`config.mk`:
```
export PLATFORM = sky130hd
export DESIGN_NAME = radical_inverse_generator
export DESIGN_NICKNAME = d
export VERILOG_FILES = /design/src/rtl/rig_pkg.sv /design/src/rtl/rig_controller.sv /design/src/rtl/rig_datapath.sv /design/src/rtl/radical_inverse_generator.sv
export VERILOG_INCLUDE_DIRS = /design/src /design/src/rtl
export SDC_FILE = /design/constraint.sdc
export NUM_CORES = 2
export LEC_CHECK = 0
export BUFFER_PORTS_ARGS = -buffer_cell sky130_fd_sc_hd__buf_2
export CORE_MARGIN = 10
export CORE_UTILIZATION = 25
export CTS_BUF_LIST = sky130_fd_sc_hd__clkbuf_4 sky130_fd_sc_hd__clkbuf_8 sky130_fd_sc_hd__clkbuf_16
export CTS_CLUSTER_SIZE = 16
export DETAILED_ROUTE_END_ITERATION = 7
export SLEW_MARGIN = 15
export SYNTH_ARGS = -nofsm -noshare
export SYNTH_HDL_FRONTEND = slang
export SYNTH_SLANG_ARGS = --single-unit
```
`constraint.sdc`:
```
create_clock -name clock -period 9.8 [get_ports clock]
set_input_delay 1.96 -clock clock [delete_from_list [all_inputs] [get_ports clock]]
set_output_delay 1.96 -clock clock [all_outputs]
set_load 0.02 [all_outputs]
```
`src/rtl/radical_inverse_generator_macros.svh`:
```
// Assertion macros shared by the radical inverse generator RTL.
`ifndef RADICAL_INVERSE_GENERATOR_MACROS_SVH
`define RADICAL_INVERSE_GENERATOR_MACROS_SVH

// Same-cycle implication, disabled during reset.
`define RIG_ASSERT_NOW(label, clk, rst, ante, cons, msg) \
   label: assert property (@(posedge clk) disable iff (rst) (ante) |-> (cons)) \
      else $error(msg);

// Next-cycle implication, disabled during reset.
`define RIG_ASSERT_NEXT(label, clk, rst, ante, cons, msg) \
   label: assert property (@(posedge clk) disable iff (rst) (ante) |=> (cons)) \
      else $error(msg);

`endif

```
`src/rtl/rig_pkg.sv`:
```
package rig_pkg;

   // Field and datapath widths
   localparam int INDEX_BITS       = 31;
   localparam int FRACTION_BITS    = 32;
   localparam int RADIX_BITS       = 7;
   localparam int RADIX_MIN        = 2;
   localparam int RADIX_MAX        = 64;
   localparam int RADIX_LOG        = 6;   // ceil(log2(RADIX_MAX))
   localparam int FRAC_FIELD_BITS  = 32;
   localparam int COUNT_FIELD_BITS = 5;

   localparam logic [RADIX_BITS-1:0] RADIX_RESET = RADIX_BITS'(2);

   // Reciprocal is below 2^(INDEX_BITS+1) for every radix in range
   localparam int REC_BITS   = INDEX_BITS + 1;
   localparam int PROD_BITS  = INDEX_BITS + REC_BITS;
   // radix^k <= radix * index < 2^(INDEX_BITS+RADIX_LOG)
   localparam int ACC_BITS   = INDEX_BITS + RADIX_LOG;
   localparam int REM_BITS   = ACC_BITS + 1;
   localparam int COUNT_BITS = $clog2(INDEX_BITS + 1);
   localparam int STEP_BITS  = $clog2(FRACTION_BITS);
   localparam int SHIFT_BITS = $clog2(INDEX_BITS + RADIX_LOG + 1);

   typedef logic [REC_BITS-1:0]   recip_table_type [0:RADIX_MAX];
   typedef logic [SHIFT_BITS-1:0] shift_table_type [0:RADIX_MAX];

   typedef enum logic [2:0] {
      ST_IDLE,
      ST_MUL,
      ST_DIG,
      ST_PREP,
      ST_DIV,
      ST_DONE
   } rig_state_type;

   // Controller to datapath commands
   typedef struct packed {
      logic load;
      logic mul_step;
      logic dig_step;
      logic prep;
      logic div_step;
      logic out_load;
   } rig_cmd_type;

   // Datapath to controller status
   typedef struct packed {
      logic n_zero;
   } rig_status_type;

   // Smallest l with 2^l >= v
   function automatic int ceil_log2(input int v);
      int l;
      l = 0;
      for (int i = 0; i < 8; i++) begin
         if ((1 << i) < v) begin
            l = i + 1;
         end
      end
      return l;
   endfunction

   // m = ceil(2^(INDEX_BITS+l) / b): exact quotient for any index below 2^INDEX_BITS
   function automatic recip_table_type build_recip_table();
      recip_table_type t;
      logic [63:0]     num;
      logic [63:0]     quo;
      logic [63:0]     rem;
      int              l;
      for (int b = 0; b <= RADIX_MAX; b++) begin
         if (b < RADIX_MIN) begin
            t[b] = '0;
         end else begin
            l   = ceil_log2(b);
            num = 64'd1 << (INDEX_BITS + l);
            quo = '0;
            rem = '0;
            for (int i = 63; i >= 0; i--) begin
               rem = {rem[62:0], num[i]};
               if (rem >= 64'(b)) begin
                  rem    = rem - 64'(b);
                  quo[i] = 1'b1;
               end
            end
            if (rem != 64'd0) begin
               quo = quo + 64'd1;
            end
            t[b] = quo[REC_BITS-1:0];
         end
      end
      return t;
   endfunction

   function automatic shift_table_type build_shift_table();
      shift_table_type t;
      for (int b = 0; b <= RADIX_MAX; b++) begin
         t[b] = SHIFT_BITS'(INDEX_BITS + ceil_log2(b));
      end
      return t;
   endfunction

   localparam recip_table_type RECIP_TABLE = build_recip_table();
   localparam shift_table_type SHIFT_TABLE = build_shift_table();

endpackage

```
`src/rtl/rig_controller.sv`:
```
module rig_controller (
   input  logic                  clock,
   input  logic                  reset,
   input  logic                  req_valid,
   output logic                  req_stall,
   output logic                  rsp_valid,
   input  logic                  rsp_stall,
   output rig_pkg::rig_cmd_type  cmd,
   input  rig_pkg::rig_status_type status
);

   rig_pkg::rig_state_type state_ff, state_in;
   logic [rig_pkg::STEP_BITS-1:0] step_ff, step_in;
   logic rsp_valid_ff, rsp_valid_in;

   // State and control registers
   always_ff @(posedge clock) begin
      if (reset) begin
         state_ff     <= rig_pkg::ST_IDLE;
         step_ff      <= '0;
         rsp_valid_ff <= 1'b0;
      end else begin
         state_ff     <= state_in;
         step_ff      <= step_in;
         rsp_valid_ff <= rsp_valid_in;
      end
   end

   // Next state and commands
   always_comb begin
      state_in     = state_ff;
      step_in      = step_ff;
      cmd          = '0;
      rsp_valid_in = rsp_valid_ff && rsp_stall;
      unique case (state_ff)
         rig_pkg::ST_IDLE: begin
            if (req_valid) begin
               cmd.load = 1'b1;
               state_in = rig_pkg::ST_MUL;
            end
         end
         rig_pkg::ST_MUL: begin
            // Append the previous digit; start the next one unless index is used up
            cmd.mul_step = 1'b1;
            if (status.n_zero) begin
               state_in = rig_pkg::ST_PREP;
            end else begin
               state_in = rig_pkg::ST_DIG;
            end
         end
         rig_pkg::ST_DIG: begin
            cmd.dig_step = 1'b1;
            state_in     = rig_pkg::ST_MUL;
         end
         rig_pkg::ST_PREP: begin
            cmd.prep = 1'b1;
            step_in  = '0;
            state_in = rig_pkg::ST_DIV;
         end
         rig_pkg::ST_DIV: begin
            // One quotient bit per cycle
            cmd.div_step = 1'b1;
            step_in      = step_ff + rig_pkg::STEP_BITS'(1);
            if (step_ff == rig_pkg::STEP_BITS'(rig_pkg::FRACTION_BITS - 1)) begin
               state_in = rig_pkg::ST_DONE;
            end
         end
         rig_pkg::ST_DONE: begin
            // Wait for the output register to be free
            if (!rsp_valid_ff || !rsp_stall) begin
               cmd.out_load = 1'b1;
               rsp_valid_in = 1'b1;
               state_in     = rig_pkg::ST_IDLE;
            end
         end
         default: begin
            state_in = rig_pkg::ST_IDLE;
         end
      endcase
   end

   assign req_stall = (state_ff != rig_pkg::ST_IDLE);
   assign rsp_valid = rsp_valid_ff;

endmodule

```
`src/rtl/rig_datapath.sv`:
```
module rig_datapath (
   input  logic                                  clock,
   input  logic                                  reset,
   input  logic                                  csr_write_enable,
   input  logic [rig_pkg::RADIX_BITS-1:0]        csr_write_data,
   input  logic [rig_pkg::INDEX_BITS-1:0]        req_sample_index,
   input  rig_pkg::rig_cmd_type                  cmd,
   output rig_pkg::rig_status_type               status,
   output logic [rig_pkg::FRAC_FIELD_BITS-1:0]   rsp_fraction,
   output logic [rig_pkg::COUNT_FIELD_BITS-1:0]  rsp_digit_count
);

   logic [rig_pkg::RADIX_BITS-1:0]       radix_ff;
   logic [rig_pkg::RADIX_BITS-1:0]       radix_eff;

   logic [rig_pkg::RADIX_BITS-1:0]       b_ff, b_in;
   logic [rig_pkg::REC_BITS-1:0]         recip_ff, recip_in;
   logic [rig_pkg::SHIFT_BITS-1:0]       shift_ff, shift_in;
   logic [rig_pkg::INDEX_BITS-1:0]       n_ff, n_in;
   logic [rig_pkg::PROD_BITS-1:0]        prod_ff, prod_in;
   logic [rig_pkg::RADIX_LOG-1:0]        digit_ff, digit_in;
   logic                                 pending_ff, pending_in;
   logic [rig_pkg::ACC_BITS-1:0]         rev_ff, rev_in;
   logic [rig_pkg::ACC_BITS-1:0]         scale_ff, scale_in;
   logic [rig_pkg::COUNT_BITS-1:0]       count_ff, count_in;
   logic [rig_pkg::REM_BITS-1:0]         rem_ff, rem_in;
   logic [rig_pkg::FRACTION_BITS-1:0]    frac_ff, frac_in;
   logic [rig_pkg::FRAC_FIELD_BITS-1:0]  fraction_ff, fraction_in;
   logic [rig_pkg::COUNT_FIELD_BITS-1:0] digit_count_ff, digit_count_in;

   logic [rig_pkg::PROD_BITS-1:0]                 prod_shifted;
   logic [rig_pkg::INDEX_BITS-1:0]                quotient;
   logic [rig_pkg::INDEX_BITS+rig_pkg::RADIX_BITS-1:0] q_times_b;
   logic [rig_pkg::REM_BITS-1:0]                  rem_shifted;
   logic                                          quo_bit;

   // Radix register
   always_ff @(posedge clock) begin
      if (reset) begin
         radix_ff <= rig_pkg::RADIX_RESET;
      end else if (csr_write_enable) begin
         radix_ff <= csr_write_data;
      end
   end

   // Clamp to the supported range
   always_comb begin
      priority if (radix_ff < rig_pkg::RADIX_BITS'(rig_pkg::RADIX_MIN)) begin
         radix_eff = rig_pkg::RADIX_BITS'(rig_pkg::RADIX_MIN);
      end else if (radix_ff > rig_pkg::RADIX_BITS'(rig_pkg::RADIX_MAX)) begin
         radix_eff = rig_pkg::RADIX_BITS'(rig_pkg::RADIX_MAX);
      end else begin
         radix_eff = radix_ff;
      end
   end

   // Payload registers
   always_ff @(posedge clock) begin
      b_ff           <= b_in;
      recip_ff       <= recip_in;
      shift_ff       <= shift_in;
      n_ff           <= n_in;
      prod_ff        <= prod_in;
      digit_ff       <= digit_in;
      pending_ff     <= pending_in;
      rev_ff         <= rev_in;
      scale_ff       <= scale_in;
      count_ff       <= count_in;
      rem_ff         <= rem_in;
      frac_ff        <= frac_in;
      fraction_ff    <= fraction_in;
      digit_count_ff <= digit_count_in;
   end

   // Digit split: q = (n * m) >> s is exact; remainder from the low bits
   assign prod_shifted = prod_ff >> shift_ff;
   assign quotient     = prod_shifted[rig_pkg::INDEX_BITS-1:0];
   assign q_times_b    = quotient * b_ff;

   // Restoring division step
   assign rem_shifted = {rem_ff[rig_pkg::REM_BITS-2:0], 1'b0};
   assign quo_bit     = (rem_shifted >= {1'b0, scale_ff});

   always_comb begin
      b_in           = b_ff;
      recip_in       = recip_ff;
      shift_in       = shift_ff;
      n_in           = n_ff;
      prod_in        = prod_ff;
      digit_in       = digit_ff;
      pending_in     = pending_ff;
      rev_in         = rev_ff;
      scale_in       = scale_ff;
      count_in       = count_ff;
      rem_in         = rem_ff;
      frac_in        = frac_ff;
      fraction_in    = fraction_ff;
      digit_count_in = digit_count_ff;

      // Start of a transaction
      if (cmd.load) begin
         b_in       = radix_eff;
         recip_in   = rig_pkg::RECIP_TABLE[radix_eff];
         shift_in   = rig_pkg::SHIFT_TABLE[radix_eff];
         n_in       = req_sample_index;
         pending_in = 1'b0;
         rev_in     = '0;
         scale_in   = rig_pkg::ACC_BITS'(1);
         count_in   = '0;
      end

      // Append the last digit and multiply by the reciprocal
      if (cmd.mul_step) begin
         prod_in    = n_ff * recip_ff;
         pending_in = 1'b0;
         if (pending_ff) begin
            rev_in   = rig_pkg::ACC_BITS'(rev_ff * b_ff) + rig_pkg::ACC_BITS'(digit_ff);
            scale_in = rig_pkg::ACC_BITS'(scale_ff * b_ff);
            count_in = count_ff + rig_pkg::COUNT_BITS'(1);
         end
      end

      // Take quotient and digit
      if (cmd.dig_step) begin
         n_in       = quotient;
         digit_in   = n_ff[rig_pkg::RADIX_LOG-1:0] - q_times_b[rig_pkg::RADIX_LOG-1:0];
         pending_in = 1'b1;
      end

      if (cmd.prep) begin
         rem_in  = rig_pkg::REM_BITS'(rev_ff);
         frac_in = '0;
      end

      if (cmd.div_step) begin
         if (quo_bit) begin
            rem_in = rem_shifted - {1'b0, scale_ff};
         end else begin
            rem_in = rem_shifted;
         end
         frac_in = {frac_ff[rig_pkg::FRACTION_BITS-2:0], quo_bit};
      end

      // Output register
      if (cmd.out_load) begin
         fraction_in    = rig_pkg::FRAC_FIELD_BITS'(frac_ff);
         digit_count_in = rig_pkg::COUNT_FIELD_BITS'(count_ff);
      end
   end

   assign status.n_zero   = (n_ff == '0);
   assign rsp_fraction    = fraction_ff;
   assign rsp_digit_count = digit_count_ff;

endmodule

```
`src/rtl/radical_inverse_generator.sv`:
```
// A transaction is accepted in idle; each base-radix digit of the index (k = 0..31 digits)
// passes through the reciprocal multiplier in the multiply and digit states, then the fraction
// comes one bit per cycle from the 32-step restoring divider before rsp_valid is raised.
// Only one transaction is in flight at a time; the next one is taken while a result waits.
// Reset (synchronous, active high) returns the controller to idle, drops rsp_valid and
// sets the radix register to 2.
`include "radical_inverse_generator_macros.svh"

module radical_inverse_generator (
   input  logic                                  clock,
   input  logic                                  reset,
   input  logic                                  csr_write_enable,
   input  logic [rig_pkg::RADIX_BITS-1:0]        csr_write_data,
   input  logic                                  req_valid,
   output logic                                  req_stall,
   input  logic [rig_pkg::INDEX_BITS-1:0]        req_sample_index,
   output logic                                  rsp_valid,
   input  logic                                  rsp_stall,
   output logic [rig_pkg::FRAC_FIELD_BITS-1:0]   rsp_fraction,
   output logic [rig_pkg::COUNT_FIELD_BITS-1:0]  rsp_digit_count
);

   rig_pkg::rig_cmd_type    cmd;
   rig_pkg::rig_status_type status;

   rig_controller u_controller (
      .clock     (clock),
      .reset     (reset),
      .req_valid (req_valid),
      .req_stall (req_stall),
      .rsp_valid (rsp_valid),
      .rsp_stall (rsp_stall),
      .cmd       (cmd),
      .status    (status)
   );

   rig_datapath u_datapath (
      .clock            (clock),
      .reset            (reset),
      .csr_write_enable (csr_write_enable),
      .csr_write_data   (csr_write_data),
      .req_sample_index (req_sample_index),
      .cmd              (cmd),
      .status           (status),
      .rsp_fraction     (rsp_fraction),
      .rsp_digit_count  (rsp_digit_count)
   );

   // Checks
   `RIG_ASSERT_NEXT(a_busy_after_accept, clock, reset, req_valid && !req_stall, req_stall, "accepted transaction did not make the block busy")
   `RIG_ASSERT_NOW(a_single_command, clock, reset, 1'b1, $onehot0(cmd), "more than one datapath command at once")
   `RIG_ASSERT_NOW(a_no_result_overwrite, clock, reset, cmd.out_load, !rsp_valid || !rsp_stall, "pending result overwritten")

endmodule
```
==> flow_metrics.env <==
export IMPL_final_hold_violation_count=0
export IMPL_drt_met1_wl_mm=87.83
export IMPL_critPathRequiredTime_ns=10.18
export IMPL_synth_area_mux_share_pct=2.706
export IMPL_ys_warnings_count=0
export IMPL_final_common_cell="fa_1"
export IMPL_io_pins=82
export IMPL_clockRootBuffer="clkbuf_16"
export IMPL_synthFlopType="edfxtp_1"
export IMPL_first_global_vias=54160
export IMPL_syn_inst=7273
export IMPL_ys_ff_latch=345
export IMPL_vias_per_cell=4.774
export IMPL_rsz0062_at_grt="no"
export IMPL_crit_path_start_kind="flop"
export IMPL_hold_start="u_datapath.frac_ff[23]"
export IMPL_ys_types=85
export IMPL_cts_tree="built"
export IMPL_fillers=27730
export IMPL_endpoint_kind="flop"
export IMPL_die_w_um=533.4
export IMPL_critical_path_max_stage_delay_ns=0.79
export IMPL_num_rows=188
export IMPL_num_vias=50630
export IMPL_rrSetupSlack_ns=1.15
export IMPL_critPathLaunch="u_datapath.n_ff[5]"
export IMPL_drt_initial_drc_count=3944
export IMPL_reg2reg_depth=27
export IMPL_die_area_um2=284500
export IMPL_clk_path_buf_depth=3
export IMPL_arrival_ns=9.03
export IMPL_fin_nets=8736
export IMPL_slew_viol_final=0
export IMPL_grt_overflow_total=0
export IMPL_port_buffers=81
export IMPL_maxCapViolCount=0
export IMPL_numCtsBuffers=45
export IMPL_hpwl_mm=153.6
export IMPL_synth_xor_area_share_pct=2.539
export IMPL_syn_area_per_cell_um2=9.061
export IMPL_post_route_min_period_ns=8.649
export IMPL_wl_per_cell_um=18.73
export IMPL_holdBufCountCts=0
export IMPL_drc=0
export IMPL_final_layout_size_suffix_gt1_share_pct=5.275
export IMPL_ff_latch_area_um2=9402
export IMPL_core_um2=262300
export IMPL_syn_cell_area_um2=65900
export IMPL_grt_pass1_wl_mm=314.8
export IMPL_wl_met3_mm=15.99
export IMPL_multi_input_area_um2=50360
export IMPL_yosys_area_share_simple_pct=17.13
export IMPL_endpoint="u_datapath.prod_ff[62]"
export IMPL_slew_limit_headroom_pct=21.07
export IMPL_r2r_end="u_datapath.prod_ff[62]"
export IMPL_drt_pass1_iter_count=6
export IMPL_grt_total_usage_pct=13.69
export IMPL_n_antenna_cell=0
export IMPL_synth_top_cell_area_share_pct=36.21
export IMPL_h_tree_depth=2
export IMPL_synthArstFlopShare_pct=0
export IMPL_r2r_start="u_datapath.n_ff[5]"
export IMPL_synth_nets=8955
export IMPL_die_y_um=533.4
export IMPL_synth_area_leader_cell="fa_1"
export IMPL_tightest_slew_ns=1.184
export IMPL_cpMostUsedCell="fa_1"
export IMPL_cp_buffers_inverters=6
export IMPL_antenna_found_initial=12
export IMPL_synthAdderAreaFrac_pct=44.70
export IMPL_setup_tns_ns=0
export IMPL_drt_wl_total_mm=198.6
export IMPL_postRouteAntennaNets=0
export IMPL_initial_core_util_pct=25.13
export IMPL_setup_viol=0
export IMPL_cp_slowest_cell="edfxtp_1"
export IMPL_synth_edf_count=249
export IMPL_synth_compound_area_share_pct=9.275
export IMPL_cpLargestDelayFamily="adder cells"
export IMPL_synth_top_family_by_area="adder cells"
export IMPL_min_path_type="reg2reg"
export IMPL_ys_seq_area_share_pct=14.26
export IMPL_top_layer="met5"
export IMPL_clk_latency_ns=0.64
export IMPL_synthTopCellsByArea="fa_1 36%, edfxtp_1 11%, ha_1 8.5%, and2_1 7.0%, inv_1 6.7%"
export IMPL_area_delta_synth_final_pct=8.449
export IMPL_wl_met2_mm=89.12
export IMPL_finalCritPeriodShare_pct=88.26
export IMPL_status="finished clean"
export IMPL_max_freq_mhz=115.6
export IMPL_final_cell_mix="1192 x fa_1, 1165 x inv_1, 1114 x nand2_1, 735 x and2_1, 447 x ha_1"
export IMPL_finClkSkew_ns=0.02907
export IMPL_cts_sinks=345
export IMPL_critical_path_max_fanout=19
export IMPL_post_cts_setup_buffer_count=0
export IMPL_grt_max_degree=76
export IMPL_cts_resized=0
export IMPL_place_congestion=0.9344
export IMPL_cp_num_cells=27
export IMPL_crit_type="reg2reg"
export IMPL_clk_pin_slew_ns=0.06
## cell type report
cell class / instances / area share [%]
well taps: 3515 / 6.154
clock inverters: 31 / 0.4972
repair buffers: 198 / 1.873
flip-flops and latches: 345 / 13.16
clock buffers: 52 / 1.691
multi-input cells: 5290 / 70.46
inverters: 1174 / 6.166
## cells in the mapped netlist, drive strengths merged (15+ instances only)
cell type and instances:
dfxtp 96, xnor2 130, ha 447, buf 62, a21o 91, nor2b 31, clkbuf 402, mux2 17
xor2 61, o21bai 27, a31oi 35, edfxtp 249, and3 52, o21ai 282, nor3 41, nand2b 29
o21a 39, fa 1192, o31ai 16, a211oi 45, nand2 1116, a21oi 288, nor2 218, inv 1169
o221ai 23, mux2i 69, nand4 26, mux4 40, and2 735, o211ai 26, nand3 57, nor4 15
## layer usage
metal	vias up	GRT usage, %
li1	22350	-
met1	25950	19.01
met2	1996	21.65
met3	337	2.540
met4	4	4.092
met5	-	0
## metrics by stage
stage          instances  hold WS (ns)  instance area [µm²]  utilization (%)  setup WS, ns
3_3_place_gp       10520        0.4078                69820            26.62         1.149
2_1_floorplan       7273        0.4003                65900                -         2.340
3_5_place_dp       10520        0.4286                69820            26.62         1.098
4_1_cts            10600        0.4357                71380            27.22         1.092
5_1_grt            10610        0.4530                71470            27.25        0.6498
6_report           10610        0.4423                71470            27.25         1.151
## cells by family after synthesis
family	Yosys count
XOR/XNOR	191
multiplexers	126
flip-flops	345
AO/OA/AOI/OAI	980
AND/OR/NAND/NOR	2353
buffers and inverters	1638
other	1
adder cells (fa/ha/maj)	1639
## sequential cells by signal, summed over array words and instances, names as in the netlist, 6 cells and up
signal                   count
u_datapath.digit_ff          6
u_datapath.n_ff             31
u_datapath.rev_ff           37
u_datapath.b_ff              7
u_datapath.frac_ff          32
u_datapath.scale_ff         37
u_datapath.recip_ff         31
u_datapath.radix_ff          7
u_datapath.rsp_fraction     32
u_datapath.prod_ff          63
u_datapath.rem_ff           37
## worst min path at each step
stage | endpoint | slack (ns) | cells after the start
after floorplan | u_datapath.rsp_fraction[31] | 0.40 | 0
after global placement | u_datapath.rsp_fraction[31] | 0.41 | 0
after detailed placement | u_datapath.rsp_fraction[28] | 0.43 | 0
after CTS | u_datapath.rsp_fraction[30] | 0.44 | 0
after global routing | u_datapath.rsp_fraction[12] | 0.45 | 0
final | u_datapath.rsp_fraction[23] | 0.44 | 0
Power is not shown: default switching activity piles up to over one toggle a cycle in this logic, so the estimate is an artifact.
